File: src/gbn_pkg.sv
package gbn_pkg;

    // Fixed field widths
    localparam int PAYLOAD_W = 64;
    localparam int SEQ_W     = 8;
    localparam int KIND_W    = 2;
    localparam int TMR_W     = 2;
    localparam int WIN_W     = 5;
    localparam int SBITS_W   = 4;
    localparam int CFG_W     = 5;
    localparam int CFG_IDX_W = 1;

    // Parameter defaults
    localparam int P_MAX_WINDOW   = 16;
    localparam int P_DATA_BITS    = 64;
    localparam int P_MAX_SEQ_BITS = 8;

    // Reset values of the configuration registers
    localparam logic [WIN_W-1:0]   WINDOW_RST = WIN_W'(4);
    localparam logic [SBITS_W-1:0] SBITS_RST  = SBITS_W'(8);
    localparam logic [SBITS_W-1:0] SBITS_MIN  = SBITS_W'(4);

    // Register indexes
    localparam logic [CFG_IDX_W-1:0] CFG_WINDOW_SIZE = 1'b0;
    localparam logic [CFG_IDX_W-1:0] CFG_SEQ_BITS    = 1'b1;

    // Request kinds
    localparam logic [KIND_W-1:0] KIND_SEND    = 2'd0;
    localparam logic [KIND_W-1:0] KIND_ACK     = 2'd1;
    localparam logic [KIND_W-1:0] KIND_TIMEOUT = 2'd2;

    // Timer commands
    localparam logic [TMR_W-1:0] TMR_LEAVE = 2'd0;
    localparam logic [TMR_W-1:0] TMR_START = 2'd1;
    localparam logic [TMR_W-1:0] TMR_STOP  = 2'd2;

    // Effective sequence configuration, sized for the widest sequence space
    typedef struct packed {
        logic [SEQ_W-1:0] mask;
        logic [SEQ_W-1:0] win;
    } t_seq_cfg;

endpackage

File: src/gbn_in_if.sv
interface gbn_in_if import gbn_pkg::*; ();
    logic                 valid;
    logic                 ready;
    logic [KIND_W-1:0]    kind;
    logic [PAYLOAD_W-1:0] payload;
    logic [SEQ_W-1:0]     ack_number;
    logic                 ack_intact;

    modport source (output valid, kind, payload, ack_number, ack_intact, input ready);
    modport sink   (input valid, kind, payload, ack_number, ack_intact, output ready);
endinterface

File: src/gbn_out_if.sv
interface gbn_out_if import gbn_pkg::*; ();
    logic                 valid;
    logic                 ready;
    logic                 packet_valid;
    logic [SEQ_W-1:0]     packet_seq;
    logic [PAYLOAD_W-1:0] packet_data;
    logic                 send_accepted;
    logic [TMR_W-1:0]     timer_command;
    logic                 last;

    modport source (output valid, packet_valid, packet_seq, packet_data, send_accepted,
                    timer_command, last, input ready);
    modport sink   (input valid, packet_valid, packet_seq, packet_data, send_accepted,
                    timer_command, last, output ready);
endinterface

File: src/gbn_store.sv
module gbn_store #(
    parameter int AW = 4,
    parameter int DW = 64
) (
    input  logic          i_clk,
    input  logic          i_we,
    input  logic [AW-1:0] i_waddr,
    input  logic [DW-1:0] i_wdata,
    input  logic          i_re,
    input  logic [AW-1:0] i_raddr,
    output logic [DW-1:0] o_rdata
);

    logic [DW-1:0] r_mem [2**AW];
    logic [DW-1:0] r_q;

    // Write port
    always_ff @(posedge i_clk) begin
        if (i_we) begin
            r_mem[i_waddr] <= i_wdata;
        end
    end

    // Registered read port, holds its word until the next read
    always_ff @(posedge i_clk) begin
        if (i_re) begin
            r_q <= r_mem[i_raddr];
        end
    end

    assign o_rdata = r_q;

endmodule

File: src/gbn_ctrl.sv
module gbn_ctrl import gbn_pkg::*; #(
    parameter int MAX_WINDOW   = P_MAX_WINDOW,
    parameter int DATA_BITS    = P_DATA_BITS,
    parameter int MAX_SEQ_BITS = P_MAX_SEQ_BITS,
    parameter int SLOT_AW      = $clog2(MAX_WINDOW + 1) - 1
) (
    input  logic                 i_clk,
    input  logic                 i_rst_n,
    input  t_seq_cfg             i_cfg,
    gbn_in_if.sink               i_in,
    gbn_out_if.source            o_out,
    output logic                 o_mem_we,
    output logic [SLOT_AW-1:0]   o_mem_waddr,
    output logic [DATA_BITS-1:0] o_mem_wdata,
    output logic                 o_mem_re,
    output logic [SLOT_AW-1:0]   o_mem_raddr,
    input  logic [DATA_BITS-1:0] i_mem_rdata
);

    localparam int SLOTS = 1 << SLOT_AW;
    localparam int LW    = SLOT_AW + 1;
    localparam int CW    = (MAX_SEQ_BITS > LW) ? MAX_SEQ_BITS : LW;
    localparam int SW    = MAX_SEQ_BITS;

    localparam logic ST_IDLE   = 1'b0;
    localparam logic ST_REPLAY = 1'b1;

    logic                 r_state,     n_state;
    logic [SW-1:0]        r_base,      n_base;
    logic [SW-1:0]        r_next,      n_next;
    logic [SW-1:0]        r_resend_ptr, n_resend_ptr;
    logic [LW-1:0]        r_left,      n_left;
    logic                 r_out_valid, n_out_valid;
    logic                 r_pkt_valid, n_pkt_valid;
    logic [SW-1:0]        r_pkt_seq,   n_pkt_seq;
    logic [DATA_BITS-1:0] r_pkt_data,  n_pkt_data;
    logic                 r_from_mem,  n_from_mem;
    logic                 r_acc,       n_acc;
    logic [TMR_W-1:0]     r_timer,     n_timer;
    logic                 r_last,      n_last;

    logic          out_free;
    logic          in_acc;
    logic          fin;
    logic [SW-1:0] mask;
    logic [SW-1:0] win;
    logic [SW-1:0] base;
    logic [SW-1:0] next;
    logic [SW-1:0] count;
    logic [SW-1:0] ack;
    logic [SW-1:0] ack_off;
    logic [SW-1:0] ack_base;
    logic [CW-1:0] count_w;

    // Sequence arithmetic in the current sequence space
    assign mask     = i_cfg.mask[SW-1:0];
    assign win      = i_cfg.win[SW-1:0];
    assign base     = r_base & mask;
    assign next     = r_next & mask;
    assign count    = (next - base) & mask;
    assign ack      = i_in.ack_number[SW-1:0] & mask;
    assign ack_off  = (ack - base) & mask;
    assign ack_base = (ack + SW'(1)) & mask;
    assign count_w  = CW'(count);
    assign fin      = (r_left == LW'(1));

    // Output register frees when empty or drained this cycle
    assign out_free    = !r_out_valid || o_out.ready;
    assign i_in.ready  = (r_state == ST_IDLE) && out_free;
    assign in_acc      = i_in.valid && i_in.ready;

    // Store access: writes only on sends, reads only during replay
    assign o_mem_waddr = SLOT_AW'(next);
    assign o_mem_wdata = i_in.payload[DATA_BITS-1:0];
    assign o_mem_raddr = SLOT_AW'(r_resend_ptr);

    always_comb begin
        n_state      = r_state;
        n_base       = r_base;
        n_next       = r_next;
        n_resend_ptr = r_resend_ptr;
        n_left       = r_left;
        n_out_valid  = r_out_valid;
        n_pkt_valid  = r_pkt_valid;
        n_pkt_seq    = r_pkt_seq;
        n_pkt_data   = r_pkt_data;
        n_from_mem   = r_from_mem;
        n_acc        = r_acc;
        n_timer      = r_timer;
        n_last       = r_last;
        o_mem_we     = 1'b0;
        o_mem_re     = 1'b0;

        // Drop the result once taken
        if (r_out_valid && o_out.ready) begin
            n_out_valid = 1'b0;
        end

        unique case (r_state)
            ST_IDLE: begin
                if (in_acc) begin
                    // Default single result: nothing but last
                    n_out_valid = 1'b1;
                    n_pkt_valid = 1'b0;
                    n_pkt_seq   = '0;
                    n_pkt_data  = '0;
                    n_from_mem  = 1'b0;
                    n_acc       = 1'b0;
                    n_timer     = TMR_LEAVE;
                    n_last      = 1'b1;
                    case (i_in.kind)
                        KIND_SEND: begin
                            if (count < win) begin
                                o_mem_we    = 1'b1;
                                n_pkt_valid = 1'b1;
                                n_pkt_seq   = next;
                                n_pkt_data  = i_in.payload[DATA_BITS-1:0];
                                n_acc       = 1'b1;
                                n_timer     = (count == '0) ? TMR_START : TMR_LEAVE;
                                n_next      = (next + SW'(1)) & mask;
                                n_base      = base;
                            end
                        end
                        KIND_ACK: begin
                            if (i_in.ack_intact && (ack_off < count)) begin
                                n_base  = ack_base;
                                n_next  = next;
                                n_timer = (ack_base != next) ? TMR_START : TMR_STOP;
                            end
                        end
                        KIND_TIMEOUT: begin
                            if (count == '0) begin
                                n_timer = TMR_STOP;
                            end else begin
                                // Hand over to the replay sequencer
                                n_out_valid  = 1'b0;
                                n_state      = ST_REPLAY;
                                n_resend_ptr = base;
                                n_left       = (count_w > CW'(SLOTS)) ? LW'(SLOTS)
                                                                      : LW'(count_w);
                            end
                        end
                        default: begin
                        end
                    endcase
                end
            end
            ST_REPLAY: begin
                // Read one slot per free output slot; data lands with the result
                if (out_free) begin
                    o_mem_re     = 1'b1;
                    n_out_valid  = 1'b1;
                    n_pkt_valid  = 1'b1;
                    n_pkt_seq    = r_resend_ptr;
                    n_pkt_data   = '0;
                    n_from_mem   = 1'b1;
                    n_acc        = 1'b0;
                    n_timer      = fin ? TMR_START : TMR_LEAVE;
                    n_last       = fin;
                    n_resend_ptr = (r_resend_ptr + SW'(1)) & mask;
                    n_left       = r_left - LW'(1);
                    if (fin) begin
                        n_state = ST_IDLE;
                    end
                end
            end
            default: begin
                n_state = ST_IDLE;
            end
        endcase
    end

    // Control state
    always_ff @(posedge i_clk) begin
        if (!i_rst_n) begin
            r_state      <= ST_IDLE;
            r_base       <= '0;
            r_next       <= '0;
            r_resend_ptr <= '0;
            r_left       <= '0;
            r_out_valid  <= 1'b0;
        end else begin
            r_state      <= n_state;
            r_base       <= n_base;
            r_next       <= n_next;
            r_resend_ptr <= n_resend_ptr;
            r_left       <= n_left;
            r_out_valid  <= n_out_valid;
        end
    end

    // Result payload
    always_ff @(posedge i_clk) begin
        r_pkt_valid <= n_pkt_valid;
        r_pkt_seq   <= n_pkt_seq;
        r_pkt_data  <= n_pkt_data;
        r_from_mem  <= n_from_mem;
        r_acc       <= n_acc;
        r_timer     <= n_timer;
        r_last      <= n_last;
    end

    assign o_out.valid         = r_out_valid;
    assign o_out.packet_valid  = r_pkt_valid;
    assign o_out.packet_seq    = SEQ_W'(r_pkt_seq);
    assign o_out.packet_data   = PAYLOAD_W'(r_from_mem ? i_mem_rdata : r_pkt_data);
    assign o_out.send_accepted = r_acc;
    assign o_out.timer_command = r_timer;
    assign o_out.last          = r_last;

endmodule

File: src/go_back_n_sender.sv
// Channel  Dir  Modport  Carries
// i_in     in   sink     kind, payload, ack_number, ack_intact
// o_out    out  source   packet_valid, packet_seq, packet_data, send_accepted,
//                        timer_command, last
// i_cfg_*  in   -        window_size (index 0), seq_bits (index 1)
//
// Sends, acknowledgments and idle timeouts each give a single result.
// A timeout with packets outstanding replays them one packet per cycle while the
// output is not stalled, paced by the single read port of the payload store.
// Synchronous reset clears the window pointers and restores the configuration
// defaults; the payload store has no clearing pass and is undefined until written.
// A stalled output holds its result and input stays refused until it drains.
module go_back_n_sender import gbn_pkg::*; #(
    parameter int MAX_WINDOW   = P_MAX_WINDOW,
    parameter int DATA_BITS    = P_DATA_BITS,
    parameter int MAX_SEQ_BITS = P_MAX_SEQ_BITS
) (
    input  logic                 i_clk,
    input  logic                 i_rst_n,
    gbn_in_if.sink               i_in,
    gbn_out_if.source            o_out,
    input  logic                 i_cfg_we,
    input  logic [CFG_IDX_W-1:0] i_cfg_index,
    input  logic [CFG_W-1:0]     i_cfg_wdata
);

    localparam int SLOT_AW = $clog2(MAX_WINDOW + 1) - 1;
    localparam int SLOTS   = 1 << SLOT_AW;

    logic [WIN_W-1:0]   r_window_size;
    logic [SBITS_W-1:0] r_seq_bits;

    logic [SBITS_W-1:0]   sbits;
    logic [SEQ_W:0]       mask_w;
    logic [SEQ_W:0]       win_w;
    t_seq_cfg             seq_cfg;
    logic                 mem_we;
    logic [SLOT_AW-1:0]   mem_waddr;
    logic [DATA_BITS-1:0] mem_wdata;
    logic                 mem_re;
    logic [SLOT_AW-1:0]   mem_raddr;
    logic [DATA_BITS-1:0] mem_rdata;

    // Configuration registers
    always_ff @(posedge i_clk) begin
        if (!i_rst_n) begin
            r_window_size <= WINDOW_RST;
            r_seq_bits    <= SBITS_RST;
        end else if (i_cfg_we) begin
            unique case (i_cfg_index)
                CFG_WINDOW_SIZE: r_window_size <= i_cfg_wdata[WIN_W-1:0];
                CFG_SEQ_BITS:    r_seq_bits    <= i_cfg_wdata[SBITS_W-1:0];
                default: begin
                end
            endcase
        end
    end

    // Clamp sequence width and window into the supported range
    always_comb begin
        if (r_seq_bits < SBITS_MIN) begin
            sbits = SBITS_MIN;
        end else if (r_seq_bits > SBITS_W'(MAX_SEQ_BITS)) begin
            sbits = SBITS_W'(MAX_SEQ_BITS);
        end else begin
            sbits = r_seq_bits;
        end
        mask_w = ((SEQ_W + 1)'(1) << sbits) - (SEQ_W + 1)'(1);

        win_w = (SEQ_W + 1)'(r_window_size);
        if (win_w > (SEQ_W + 1)'(SLOTS)) begin
            win_w = (SEQ_W + 1)'(SLOTS);
        end
        if (win_w > mask_w) begin
            win_w = mask_w;
        end
        if (win_w == '0) begin
            win_w = (SEQ_W + 1)'(1);
        end
    end

    assign seq_cfg.mask = mask_w[SEQ_W-1:0];
    assign seq_cfg.win  = win_w[SEQ_W-1:0];

    gbn_ctrl #(
        .MAX_WINDOW   (MAX_WINDOW),
        .DATA_BITS    (DATA_BITS),
        .MAX_SEQ_BITS (MAX_SEQ_BITS),
        .SLOT_AW      (SLOT_AW)
    ) u_ctrl (
        .i_clk       (i_clk),
        .i_rst_n     (i_rst_n),
        .i_cfg       (seq_cfg),
        .i_in        (i_in),
        .o_out       (o_out),
        .o_mem_we    (mem_we),
        .o_mem_waddr (mem_waddr),
        .o_mem_wdata (mem_wdata),
        .o_mem_re    (mem_re),
        .o_mem_raddr (mem_raddr),
        .i_mem_rdata (mem_rdata)
    );

    gbn_store #(
        .AW (SLOT_AW),
        .DW (DATA_BITS)
    ) u_store (
        .i_clk   (i_clk),
        .i_we    (mem_we),
        .i_waddr (mem_waddr),
        .i_wdata (mem_wdata),
        .i_re    (mem_re),
        .i_raddr (mem_raddr),
        .o_rdata (mem_rdata)
    );

endmodule

File: src/flat_wrapper.sv
// flat-port wrapper written by rule: the top's interface ports become plain ports
module go_back_n_sender_flat import gbn_pkg::*;
#(
    parameter int MAX_WINDOW   = P_MAX_WINDOW,
    parameter int DATA_BITS    = P_DATA_BITS,
    parameter int MAX_SEQ_BITS = P_MAX_SEQ_BITS
)
  (i_clk, i_rst_n, i_cfg_we, i_cfg_index, i_cfg_wdata, i_in_valid, i_in_kind, i_in_payload, i_in_ack_number, i_in_ack_intact, i_in_ready, o_out_valid, o_out_packet_valid, o_out_packet_seq, o_out_packet_data, o_out_send_accepted, o_out_timer_command, o_out_last, o_out_ready);
  gbn_in_if i_in_i ();
  gbn_out_if o_out_i ();
  input  logic i_clk;
  input  logic i_rst_n;
  input  logic i_cfg_we;
  input  logic [CFG_IDX_W-1:0] i_cfg_index;
  input  logic [CFG_W-1:0] i_cfg_wdata;
  input wire logic [$bits(i_in_i.valid)-1:0] i_in_valid;
  input wire logic [$bits(i_in_i.kind)-1:0] i_in_kind;
  input wire logic [$bits(i_in_i.payload)-1:0] i_in_payload;
  input wire logic [$bits(i_in_i.ack_number)-1:0] i_in_ack_number;
  input wire logic [$bits(i_in_i.ack_intact)-1:0] i_in_ack_intact;
  output wire logic [$bits(i_in_i.ready)-1:0] i_in_ready;
  output wire logic [$bits(o_out_i.valid)-1:0] o_out_valid;
  output wire logic [$bits(o_out_i.packet_valid)-1:0] o_out_packet_valid;
  output wire logic [$bits(o_out_i.packet_seq)-1:0] o_out_packet_seq;
  output wire logic [$bits(o_out_i.packet_data)-1:0] o_out_packet_data;
  output wire logic [$bits(o_out_i.send_accepted)-1:0] o_out_send_accepted;
  output wire logic [$bits(o_out_i.timer_command)-1:0] o_out_timer_command;
  output wire logic [$bits(o_out_i.last)-1:0] o_out_last;
  input wire logic [$bits(o_out_i.ready)-1:0] o_out_ready;
  assign i_in_i.valid = i_in_valid;
  assign i_in_i.kind = i_in_kind;
  assign i_in_i.payload = i_in_payload;
  assign i_in_i.ack_number = i_in_ack_number;
  assign i_in_i.ack_intact = i_in_ack_intact;
  assign i_in_ready = i_in_i.ready;
  assign o_out_valid = o_out_i.valid;
  assign o_out_packet_valid = o_out_i.packet_valid;
  assign o_out_packet_seq = o_out_i.packet_seq;
  assign o_out_packet_data = o_out_i.packet_data;
  assign o_out_send_accepted = o_out_i.send_accepted;
  assign o_out_timer_command = o_out_i.timer_command;
  assign o_out_last = o_out_i.last;
  assign o_out_i.ready = o_out_ready;
  go_back_n_sender #(.MAX_WINDOW(MAX_WINDOW), .DATA_BITS(DATA_BITS), .MAX_SEQ_BITS(MAX_SEQ_BITS)) u_core (.i_clk(i_clk), .i_rst_n(i_rst_n), .i_in(i_in_i), .o_out(o_out_i), .i_cfg_we(i_cfg_we), .i_cfg_index(i_cfg_index), .i_cfg_wdata(i_cfg_wdata));
endmodule
File: config.mk
export PLATFORM = sky130hd
export DESIGN_NAME = go_back_n_sender_flat
export DESIGN_NICKNAME = d
export VERILOG_FILES = /design/src/gbn_pkg.sv /design/src/gbn_in_if.sv /design/src/gbn_out_if.sv /design/src/gbn_store.sv /design/src/gbn_ctrl.sv /design/src/go_back_n_sender.sv /design/src/flat_wrapper.sv
export SDC_FILE = /design/constraint.sdc
export NUM_CORES = 1
export LEC_CHECK = 0
export BUFFER_PORTS_ARGS = -buffer_cell sky130_fd_sc_hd__buf_2
export CELL_PAD_IN_SITES_DETAIL_PLACEMENT = 2
export CELL_PAD_IN_SITES_GLOBAL_PLACEMENT = 2
export CORE_UTILIZATION = 49
export DETAILED_ROUTE_END_ITERATION = 6
export GPL_TIMING_DRIVEN = 0
export PLACE_DENSITY_LB_ADDON = 0.1
export SLEW_MARGIN = 20
export SYNTH_ARGS = -nofsm -noshare
export SYNTH_HDL_FRONTEND = slang
export SYNTH_SLANG_ARGS = --single-unit
File: constraint.sdc
create_clock -name i_clk -period 11.7 [get_ports i_clk]
set_input_delay 2.34 -clock i_clk [delete_from_list [all_inputs] [get_ports i_clk]]
set_output_delay 2.34 -clock i_clk [all_outputs]
set_load 0.05 [all_outputs]
Yosys cells after proc, flatten, opt, wreduce, memory -nomap -nowiden

Memory sizes are Yosys's and may differ from the RTL's. A register that Yosys moved wholly into a read port is not among the register bits.
Cells that the tools add are included.

Input port bits: 86
Register bits: 118
Output and inout port bits: 79
Word-level logic and storage cells: 139
RAM bits: 1,024
Memories kept: 1

Memories:

| name                 | depth | bits a word | rd ports | clocked after Yosys merged registers in | wr ports | RTL line        | text |
|---|---|---|---|---|---|---|---|
| u_core.u_store.r_mem | 16    | 64          | 1        | 1                                       | 1        | gbn_store.sv:14 | `logic [DW-1:0] r_mem [2**AW];` |

Order comparisons: 7
Shifts and indexed selects: 1
Reduce and logical (&&, ||, !) cells: 15
Muxes and demuxes: 73
$add $sub $neg: 7
Bitwise logic cells: 10
Equal/unequal tests: 10

Operator list:

| kind                                                | number |
|---|---|
| 2-to-1 mux 64 bit                                   | 5 |
| one-hot mux 64 bit (2 select lines)                 | 1 |
| 2-to-1 mux 8 bit                                    | 13 |
| AND 8 bit                                           | 8 |
| one-hot mux 8 bit (2 select lines)                  | 4 |
| 2-to-1 mux 5 bit                                    | 6 |
| 2-to-1 mux 1 bit                                    | 27 |
| adder 8 x 1 -> 8 bit (second input constant)        | 3 |
| less-than comparator 8 bit                          | 2 |
| subtractor 8 bit                                    | 2 |
| one-hot mux 1 bit (2 select lines)                  | 6 |
| 2-to-1 mux 2 bit                                    | 5 |
| one-hot mux 5 bit (2 select lines)                  | 1 |
| > comparator 5 x 9 -> 1 bit                         | 1 |
| zero test 9 bit                                     | 1 |
| 2-to-1 mux 9 bit                                    | 1 |
| left shift 1 x 4 -> 9 bit (first input constant)    | 1 |
| subtractor 9 x 2 -> 9 bit (second input constant)   | 1 |
| > comparator 8 x 5 -> 1 bit (second input constant) | 1 |
| zero test 8 bit                                     | 1 |
| 2-to-1 mux 4 bit                                    | 2 |
| != test 2 bit (second input constant)               | 4 |
| != test 8 bit                                       | 1 |
| one-hot mux 2 bit (3 select lines)                  | 1 |
| other kinds (18)                                    | 25 |

Longest topological paths before layout

Depth after elaboration: 16
Mapped depth: 22
Gate-level depth less buffers: 20

Modules after synthesis

A second synthesis with hierarchy kept.

Cell total of the unflattened synthesis: 2,521
Area total of the unflattened synthesis: 48,631.6 µm²

By module, submodules not included:

| module           | times used | sequential area each (µm²) | area an instance (µm²) | cells each |
|---|---|---|---|---|
| gbn_store        | 1          | 32,671.3                   | 40,222.3               | 1,647 |
| gbn_ctrl         | 1          | 2,962.8                    | 7,787.5                | 798 |
| go_back_n_sender | 1          | 180.2                      | 621.8                  | 76 |

Worst setup path before layout

Ideal clock, no wire load.

Kind: reg-to-reg
From: reg u_core.r_seq_bits[2]
To: mem u_core.u_store.r_mem[0][0] (enable)
Cell stages (with the launch flop): 18
Data arrival time: 9,885 ps
Clock period less this slack: 10,529 ps
Path slack: 1,171 ps
Data required time: 11,056 ps
Path buffers: 2
Library setup time: 644 ps
Cell sequence: dfxtp_1 buf_6 o21ai_0 a2bb2oi_2 nor2b_1 ha_1 or3_1 a31o_1 o2111a_1 a21oi_1 inv_1 ha_1 nor3_1 o21ai_0 o31ai_1 o21ai_0 clkbuf_1 nor4_1

Cells in the longest elaborated chain, start to end: 16
Elaborated cells on any way between the ends: 21
Those cells by class: add/sub: 2; order compare: 4; shift: 1; mux: 10; bitwise: 3; reduce/logical: 1

RTL lines:

| item                                   | RTL line               | text |
|---|---|---|
| start: declaration                     | go_back_n_sender.sv:31 | `logic [SBITS_W-1:0] r_seq_bits;` |
| start signal: assignment               | go_back_n_sender.sv:52 | `CFG_SEQ_BITS: r_seq_bits <= i_cfg_wdata[SBITS_W-1:0];` |
| > comparator 4 bit                     | go_back_n_sender.sv:63 | `end else if (r_seq_bits > SBITS_W'(MAX_SEQ_BITS)) begin` |
| 2-to-1 mux 4 bit                       | go_back_n_sender.sv:63 |  |
| 2-to-1 mux 4 bit (*)                   | go_back_n_sender.sv:61 | `if (r_seq_bits < SBITS_MIN) begin` |
| left shift 1 x 4 -> 9 bit (*)          | go_back_n_sender.sv:68 | `mask_w = ((SEQ_W + 1)'(1) << sbits) - (SEQ_W + 1)'(1);` |
| subtractor 9 x 2 -> 9 bit (*)          | go_back_n_sender.sv:68 |  |
| > comparator 5 x 9 -> 1 bit            | go_back_n_sender.sv:74 | `if (win_w > mask_w) begin` |
| 2-to-1 mux 9 bit                       | go_back_n_sender.sv:74 |  |
| zero test 9 bit                        | go_back_n_sender.sv:77 | `if (win_w == '0) begin` |
| 2-to-1 mux 8 bit                       | go_back_n_sender.sv:77 |  |
| less-than comparator 8 bit             | gbn_ctrl.sv:113        | `if (count < win) begin` |
| 2-to-1 mux 1 bit                       | gbn_ctrl.sv:113        |  |
| 2-to-1 mux 1 bit                       | gbn_ctrl.sv:111        | `case (i_in.kind)` |
| 2-to-1 mux 1 bit                       | gbn_ctrl.sv:101        | `if (in_acc) begin` |
| 2-to-1 mux 1 bit                       | gbn_ctrl.sv:99         | `unique case (r_state)` |
| 2-to-1 mux 1 bit                       | gbn_store.sv:19        | `if (i_we) begin` |
| 2-to-1 mux 1 bit (implied by the code) | gbn_store.sv:20        | `r_mem[i_waddr] <= i_wdata;` |
| end: declaration                       | gbn_store.sv:14        |  |

Every way passes the cells marked *; elsewhere a longest branch is shown, timed or not.

Worst setup path after layout

From: reg u_core.r_seq_bits[2]
To: mem u_core.u_store.r_mem[2][10] (enable)

Same word-level chain as after synthesis.

==> metrics.yaml <==
status: "finished clean"
drc: 0
grt_pass1_wl_mm: 245
fmax_mhz: 114
p_leak_nw: 18.2
post_cts_buffers: 0
power_density_nw_per_um2: 174
grt_setup_unrepaired: "no"
totalWireLength_mm: 177
dpl.hpwl_mm: 106
finalSetupViolations: 0
stdcell_count: 4096
p_int_mw: 7.30
cp_max_fo: 10
wl_per_cell_um: 43.2
antenna_found_initial: 17
grt_usage_pct: 36.5
whs_ps: 530
hp-class: "flop to flop"
ctsRootBufferMaster: "clkbuf_16"
cts_sinks: 1206
layout_common_cells: "edfxtp_1, mux4_2, buf_2"
power.share.sequential_pct: 50.1
initial_core_util_pct: 49.5
p_comb_share_pct: 6.9
synth_cells: 2274
die_y_um: 315
drive_gt1_share_pct: 33.5
ys.flop_type: "edfxtp_1"
worstPathRequired_ps: 12140
io_buffer_count: 163
rows: 114
async_flop_share_pct: 0
worst-endpoint-arrival_ps: 9250
cp_slowest_cell: "o31ai_1"
cts.htree.levels: 4
ir_drop_v: 0.000177
path_cells: "buf_6 -> o21ai_0 -> a2bb2oi_2 -> nor2b_1 -> ha_1 -> or3_1 -> a31o_1 -> o2111a_1 -> a21oi_1 -> inv_1 -> ha_1 -> nor3_1 -> o21ai_0 -> o31ai_1 -> o21ai_0 -> clkbuf_1 -> nor4_2 -> buf_2 -> buf_4 -> buf_2 -> buf_2 -> buf_4 -> buf_2"
hold_viol: 0
period_needed_ps: 8810
cts_resized: 0
p_sw_share_pct: 24.7
worst-setup-path-type: "flop to flop"
drtIter0Drc: 3692
path_clk_slew_ps: 70
synth_cell_types: 81
ant_nets: 0
crit_top_cell: "buf_2"
fillers: 7953
clockBufferDepth: 3
yosys_register_bits: 1206
dr.pass1.iters: 5
grt_pass1_vias: 29745
grt_start_max_net_pins: 62
hold_buffers: 0
post_drt_via_cell_ratio: 6.79
layout_commonest_cell: "edfxtp_1"
place_inst: 3859
slew_violations: 0
yosysWarningCount: 0
die-width_um: 315
dpl-instance-area_um2: 51600
num_vias: 27811
synth_enable_flop_cells: 1166
globalRoute.totalOverflow: 0
netlist_area_um2: 47900
cap_violations: 0
avgSynthCellArea_um2: 21.1
numCtsBuffers: 130
gp_congestion: 0.866
critPathMaxStageDelay_ps: 950
die_area_um2: 99000
fin_crit_sh_pct: 75.3
fin_nets: 2844
tns_ps: 0
coreArea_um2: 96700
worst_pin_slew_ps: 1190
ioPinCount: 165
switching_power_mw: 2.39
area_growth_pct: 16.3
crit_path_end_kind: "flop"
clock_latency_ps: 760
skew_ps: 33.7
cts_tree: "done"
critPathLaunchType: "flop"
slew_headroom_pct: 20.4
yosysSeqAreaShare_pct: 74.8
clock_power_share_pct: 43.0
final_cell_area_um2: 55700
power groups by stage:
stage | clock network, mW | logic (mW) | registers [mW]
floorplan | 0 | 0.353 | 4.95
global placement | 0 | 0.579 | 4.94
detailed placement | 0 | 0.643 | 4.94
CTS | 4.19 | 0.664 | 4.85
global route | 4.31 | 0.695 | 4.85
finish | 4.16 | 0.673 | 4.85
worst paths after layout:
check	start	to	slack, ps	depth (start not counted)
max	u_core.r_seq_bits[2]	u_core.u_store.r_mem[2][10]	2890	23
min	u_core.u_ctrl.r_state	u_core.u_ctrl.r_from_mem	530	0
max reg2reg	u_core.r_seq_bits[2]	u_core.u_store.r_mem[2][10]	2890	23
min reg2reg	u_core.u_ctrl.r_state	u_core.u_ctrl.r_from_mem	530	0
worst max-delay path: cells and delay by family (launching register included):
kind	cells	cell delay (ps)
buffers and inverters	9	2320
flip-flops	1	310
AO/OA/AOI/OAI	8	3460
adder cells (fa/ha/maj)	2	660
AND/OR/NAND/NOR	4	1740
metal layers:
metal / wire [um] / GRT usage, %
met1: 65500 / 45.9
met3: 12800 / 6.62
met4: 7900 / 15.6
met2: 90600 / 62.2
met5: 126 / 0
synthesized netlist by cell type (23+ instances only):
cell	instances	area, um2
o21ai_0	29	145
ha_1	41	513
nor2_1	42	158
clkbuf_1	90	338
dfxtp_1	40	801
and3_1	79	494
edfxtp_1	1166	35000
mux4_2	320	7210
nand2_1	71	267
inv_1	31	116
mux2_2	65	732
a21oi_1	23	115
through the flow:
step / power (mW) / worst slack [ps] / util, %
6_report: 9.69 / 2890 / 57.6
5_1_grt: 9.86 / 2690 / 57.6
4_1_cts: 9.71 / 3210 / 57.5
3_5_place_dp: 5.58 / 3500 / 53.3
3_3_place_gp: 5.52 / -9070 / 52.0
2_1_floorplan: 5.30 / 1170 / -
cells by family after synthesis:
family / Yosys count / synth area share (%)
flip-flops: 1206 / 74.8
multiplexers: 398 / 16.9
AND/OR/NAND/NOR: 304 / 3.35
buffers and inverters: 158 / 1.29
AO/OA/AOI/OAI: 142 / 2.18
adder cells (fa/ha/maj): 43 / 1.15
XOR/XNOR: 21 / 0.384
other: 2 / 0.0157
state kept, by name, summed over array words and instances (netlist names), 4 cells and up:
register                        cells
u_core.r_window_size                5
u_core.u_ctrl.r_resend_ptr          8
u_core.u_ctrl.o_out.packet_seq      8
u_core.u_store.r_mem             1024
u_core.u_ctrl.r_base                8
u_core.u_ctrl.r_next                8
u_core.r_seq_bits                   4
u_core.u_store.o_rdata             64
u_core.u_ctrl.r_pkt_data           64
u_core.u_ctrl.r_left                5
layout make-up:
class                   count  area (um2)  share of cell area [%]
diodes                      7        17.5                  0.0315
clock buffers             163        3490                    6.27
clock inverters            67         581                    1.04
multi-input cells         915       11600                    20.8
inverters                  33         129                   0.231
plain buffers             125         528                   0.948
flip-flops and latches   1206       35800                    64.3
well taps                1276        1600                    2.87
repair buffers            304        1950                    3.50
Power figures use the tool's default switching activity.
